**src/rtl/core/gbte_pkg.sv**
```systemverilog
package gbte_pkg;

  localparam int CAPACITY = 1024;
  localparam int VIEW_LEN = 10;
  localparam int AW = $clog2(CAPACITY);
  localparam int LW = $clog2(CAPACITY + 1);
  localparam int VW = $clog2(VIEW_LEN + 1);
  localparam int QDEPTH = 2;
  localparam int QW = $clog2(QDEPTH);

  localparam logic [1:0] MODE_INS = 2'd0;
  localparam logic [1:0] MODE_DEL = 2'd1;
  localparam logic [1:0] MODE_LEFT = 2'd2;
  localparam logic [1:0] MODE_RIGHT = 2'd3;

  localparam logic [1:0] KIND_INS = 2'd0;
  localparam logic [1:0] KIND_DEL = 2'd1;
  localparam logic [1:0] KIND_VIEW = 2'd2;
  localparam logic [1:0] KIND_EMPTY = 2'd3;

  typedef struct packed {
    logic [1:0]  mode;
    logic [7:0]  ch;
    logic [10:0] count;
  } cmd_t;

  typedef struct packed {
    logic [1:0]  kind;
    logic [10:0] value;
    logic        last;
  } res_t;

endpackage

```
**src/rtl/core/gbte_if.sv**
```systemverilog
interface gbte_in_if;
  logic              valid;
  logic              ready;
  gbte_pkg::cmd_t    data;
  modport source(output valid, output data, input ready);
  modport sink(input valid, input data, output ready);
endinterface


```
**src/rtl/core/gbte_front.sv**
```systemverilog
module gbte_front (
  input  logic          clk,
  input  logic          rst_n,
  gbte_in_if.sink       in_ch,
  gbte_in_if.source     q_ch
);

  // Two-entry queue of accepted commands; counts are saturated here.
  gbte_pkg::cmd_t mem_r [gbte_pkg::QDEPTH];
  logic [gbte_pkg::QW-1:0] wp_r, rp_r;
  logic [gbte_pkg::QW:0] cnt_r;
  logic push, pop;
  gbte_pkg::cmd_t c;

  assign in_ch.ready = (cnt_r < (gbte_pkg::QW+1)'(gbte_pkg::QDEPTH));
  assign push = in_ch.valid && in_ch.ready;
  assign pop = q_ch.valid && q_ch.ready;
  assign q_ch.valid = cnt_r != '0;
  assign q_ch.data = mem_r[rp_r];

  always_comb begin
    c = in_ch.data;
    if (c.count > 11'(gbte_pkg::CAPACITY)) c.count = 11'(gbte_pkg::CAPACITY);
  end

  always_ff @(posedge clk) begin
    if (!rst_n) begin
      wp_r <= '0;
      rp_r <= '0;
      cnt_r <= '0;
    end else begin
      if (push) begin
        mem_r[wp_r] <= c;
        wp_r <= wp_r + 1'b1;
      end
      if (pop) rp_r <= rp_r + 1'b1;
      cnt_r <= cnt_r + (gbte_pkg::QW+1)'(push) - (gbte_pkg::QW+1)'(pop);
    end
  end

endmodule

```
**src/flat_wrapper.sv**
```systemverilog
// flat-port wrapper written by rule: the top's interface ports become plain ports
module gbte_front_flat 
  (clk, rst_n, in_ch_valid, in_ch_data, in_ch_ready, q_ch_valid, q_ch_data, q_ch_ready);
  gbte_in_if in_ch_i ();
  gbte_in_if q_ch_i ();
  input  logic clk;
  input  logic rst_n;
  input wire logic [$bits(in_ch_i.valid)-1:0] in_ch_valid;
  input wire logic [$bits(in_ch_i.data)-1:0] in_ch_data;
  output wire logic [$bits(in_ch_i.ready)-1:0] in_ch_ready;
  output wire logic [$bits(q_ch_i.valid)-1:0] q_ch_valid;
  output wire logic [$bits(q_ch_i.data)-1:0] q_ch_data;
  input wire logic [$bits(q_ch_i.ready)-1:0] q_ch_ready;
  assign in_ch_i.valid = in_ch_valid;
  assign in_ch_i.data = in_ch_data;
  assign in_ch_ready = in_ch_i.ready;
  assign q_ch_valid = q_ch_i.valid;
  assign q_ch_data = q_ch_i.data;
  assign q_ch_i.ready = q_ch_ready;
  gbte_front u_core (.clk(clk), .rst_n(rst_n), .in_ch(in_ch_i), .q_ch(q_ch_i));
endmodule
```
**config.mk**
```make
export PLATFORM = sky130hd
export DESIGN_NAME = gbte_front_flat
export DESIGN_NICKNAME = d
export VERILOG_FILES = /design/src/rtl/core/gbte_pkg.sv /design/src/rtl/core/gbte_if.sv /design/src/rtl/core/gbte_front.sv /design/src/flat_wrapper.sv
export SDC_FILE = /design/constraint.sdc
export NUM_CORES = 1
export LEC_CHECK = 0
export BUFFER_PORTS_ARGS = -buffer_cell sky130_fd_sc_hd__buf_2
export CAP_MARGIN = 20
export CELL_PAD_IN_SITES_DETAIL_PLACEMENT = 0
export CELL_PAD_IN_SITES_GLOBAL_PLACEMENT = 1
export CORE_MARGIN = 3
export CORE_UTILIZATION = 46
export DETAILED_ROUTE_END_ITERATION = 7
export GPL_TIMING_DRIVEN = 0
export PLACE_DENSITY_LB_ADDON = 0.1
export SYNTH_ARGS = -nofsm -noshare
export SYNTH_HDL_FRONTEND = slang
export SYNTH_SLANG_ARGS = --single-unit
```
**constraint.sdc**
```tcl
create_clock -name clk -period 3.7 [get_ports clk]
set_input_delay 0.37 -clock clk [delete_from_list [all_inputs] [get_ports clk]]
set_output_delay 0.37 -clock clk [all_outputs]
set_load 0.05 [all_outputs]
```
After elaboration in Yosys (flattened, before gate mapping)
Memories as Yosys holds them, arrays and structs flattened. A register that Yosys moved wholly into a read port is not among the register bits.
Cells that the tools add are included.
W data, S select, Z words.
Word-level totals
  register bits after elaboration: 4
  RAM bits: 42
  memories: 1
  input port bits: 25
  output and inout bits: 23
  word-level logic and storage cells: 19
Cells by class
  multiplexer cells: 6
  add/sub/neg operators: 4
  reduce and logical (&&, ||, !) cells: 3
  order comparisons: 2
Memory list
  u_core.mem_r: words 2, width 21, read ports 1, clocked after memory_dff 1, write ports 1, line gbte_front.sv:9  | gbte_pkg::cmd_t mem_r [gbte_pkg::QDEPTH];
Operators with widths (count)
  $gt A11 B11 Y1 const B: 1
  $mux W11: 1
  $mux W1: 5
  $add A1 B1 Y1 const B: 2
  $add A2 B1 Y2: 1
  $logic_and A1 B1 Y1: 2
  $lt A2 B2 Y1 const B: 1
  $reduce_bool A2 Y1: 1
  $sub A2 B1 Y2: 1

Longest topological paths before layout
  depth after elaboration: 5
  mapped depth: 7
  gate-level depth less buffers: 7

Worst setup path before layout
No wires, ideal clock.
  path kind: input to register
  from: input in_ch_valid
  to: memory u_core.mem_r[0][0] in the netlist's numbering, enable pin
  stages on the path: 3
  buffers on the path: 0
  setup time: 399 ps
  path slack: 1777 ps
  arrival time: 1524 ps
  data required time: 3301 ps
  cells stage by stage: nor2b_2 -> nand2_1 -> nor2_1
Between the ends
  longest elaborated chain between the ends: 4
RTL lines
  start, declared: line flat_wrapper.sv:8  | input wire logic [$bits(in_ch_i.valid)-1:0] in_ch_valid;
  $logic_and A1 B1 Y1: line gbte_front.sv:16  | assign push = in_ch.valid && in_ch.ready;
  $mux W1: line gbte_front.sv:32  | if (push) begin
  $mux W1: line gbte_front.sv:27  | if (!rst_n) begin
  $mux W1 (not written as such): line gbte_front.sv:33  | mem_r[wp_r] <= c;
  end, declared: line gbte_front.sv:9
Every way passes these cells.

==> impl_results.md <==
- Status: complete, no violations
- Worst Setup EP: q_ch_data[17]
- Commonest cells in the synthesized netlist: edfxtp_1 (42), mux2_1 (20), nor2b_1 (12), dfxtp_1 (5)
- Worst r2r src: u_core.cnt_r[1]
- Hold bufs inserted after CTS: 0
- Post-CTS sizing: 0
- R2r endpoint: u_core.mem_r[1][2]
- CP startpoint kind: flop
- Largest net degree at the start of global routing: 22
- CP Capture Type: output port
- GR Util All Layers: 13.1%
- Setup bufs post-CTS: 0
- Cell taking the most area after synthesis: edfxtp_1
- Setup tns final: 0 ns
- Final nets: 183
- Seq cells post-synth: 47
- Post-Syn Area: 1820 µm²
- GP Congestion: 0.630
- Top area cells in the synthesized netlist: edfxtp_1 (69%), mux2_1 (12%), dfxtp_1 (5.5%)
- Clock Path Buffers: 2
- Reg2reg setup slack: 1.92 ns
- Core Util, Final: 59.3%
- Post-synth EDFFs: 42
- Row cnt: 22
- ANT nets after route: 0
- Total number of vias: 970
- CTS buffer count: 5
- Post-synth ARST share: 0%
- Non-Filler Instances: 205
- Syn-to-layout area delta: 22.0%
- Post-layout min period: 1.79 ns
- FF-to-FF path depth: 2
- Initial antenna violation count: 0
- Worst-Margin Slew: 0.986 ns
- Root Driver: clkbuf_8
- WP data required: 3.33 ns
- Post-route cell area: 2220 µm²
- Overflow after GRT: 0
- Cell Pwr Density: 684 nW/µm²
- Setup Skew: 0.00606 ns
- Power, Total: 1.52 mW
- Die Span X: 68.9 µm
- Diode count: 0
- Post-synthesis sequential area ratio: 74.8%
- Unique masters post-synth: 17
- Slew Limit Fails: 0
- Vias per cell: 4.73
- Top cell type's share of synthesized area: 69.3%
- H-tree depth: 2
- Peak Freq: 558 MHz
- Port Buf Inserts: 46
- Vias in the first global route: 949
- Crit path kind: reg -> out
- CTS sink cnt: 47
- Top-count cell post-synth: edfxtp_1
- HPWL after DPL: 1.98 mm
- Cells after synthesis: 102
- Max-cap viol count: 0
- Hold_ws: 0.265 ns
- Ratio of final minimum period to clock period: 48.4%
- Relative slew slack: 34.3%
- First-pass GRT wire length: 4.13 mm
- Remaining DRCs: 0
- RSZ-0062 raised after global routing: no
- Post-place instance area: 2140 µm²
- Core area: 3740 µm²
- 1st-iter DRT viols: 70
- Die ar.: 4750 µm²
- Worst setup margin: 1.91 ns
- Syn Area/Cell: 17.8 µm²
- Yosys warns: 0
- Worst path arrival time: 1.42 ns
- Hold Crit Class: in -> reg
- CTS clock-pin slew for the worst setup and hold paths: 0.08 ns
- Hold Vio Cnt, Final: 0
- Crit path max fanout: 10
- Mapped Nets: 129
- Worst-Skew Late Latency: 0.29 ns
- Final setup fails: 0
- Max VDD drop: 0.376 mV
- Placed cells: 197
- Worst Hold Depth: 1
- Die Ht: 68.9 µm
- Leakage: 0.853 nW
- Dominant synthesized flop cell: edfxtp_1
- Initial Util: 48.6%
- Setup WS pre-CTS: 1.78 ns
- Final WL: 2.82 mm
- Num ports: 48
- First drt pass iteration count: 6
- CTS tree: done
- Routed wire per std cell: 13.7 µm
- Layout cells sized above 1: 36.9%
flip-flops by register name (all words and copies together) (netlist names), named ones only:
name and count:
u_core.cnt_r 2, u_core.wp_r 1, u_core.rp_r 1, u_core.mem_r 42
layer usage:
metal	track usage, %	vias up	wire length [µm]
li1	-	476	-
met4	7.30	0	28
met3	6.00	2	209
met1	13.2	456	1050
met5	0	-	0
met2	22.5	36	1520
final cells by class:
cell class / count / area [µm²]
Timing Repair Buffer: 47 / 258
Sequential cell: 47 / 1360
Buffer: 4 / 22.5
Inverter: 3 / 11.3
Multi-Input combinational cell: 48 / 428
Fill cell: 321 / 1520
Tap cell: 48 / 60.1
Clock buffer: 6 / 72.6
Clock inverter: 2 / 7.51
kinds of logic (layout without fill, tap and decap cells):
family          after synthesis  after routing  share of synthesized area, %
buf+inv                       7             62                          1.86
xor+xnor                      4              4                          1.92
compound gates                1              1                         0.481
simple gates                 20             20                          6.60
flops                        47             47                          74.8
fa+ha+maj                     2              2                          1.37
mux                          21             21                          13.0
placed cells by master (no fill, tap or decap), drive strengths merged:
cell and instances:
nor2b 13, nand2 2, clkbuf 8, mux2 21, dfxtp 5, and3 1, ha 2, xnor2 3
nor2 1, clkinv 2, and2 3, edfxtp 42, o21a 1, buf 49, inv 3, xor2 1
worst max-delay path, cell delays in order (launching register included):
cell and delay (ns):
dfxtp_1 0.36, buf_4 0.21, mux2_1 0.35, buf_2 0.22
report_power, final:
group,leakage [nW],switching [mW],internal (mW)
registers,0.429,0.0249,0.645
logic,0.383,0.399,0.174
clock network,0.0403,0.148,0.129
worst min-delay path by stage:
stage                         startpoint                   to  slack [ns]
after floorplan           in_ch_data[11]  u_core.mem_r[0][11]        0.47
after detailed placement     u_core.rp_r                 flop        0.56
after CTS                 in_ch_data[12]  u_core.mem_r[1][12]        0.26
after global routing      in_ch_data[16]  u_core.mem_r[1][16]        0.25
after global placement       u_core.rp_r          u_core.rp_r        0.52
final                     in_ch_data[16]  u_core.mem_r[0][16]        0.26
No activity file was read; power rests on OpenSTA's default activity.
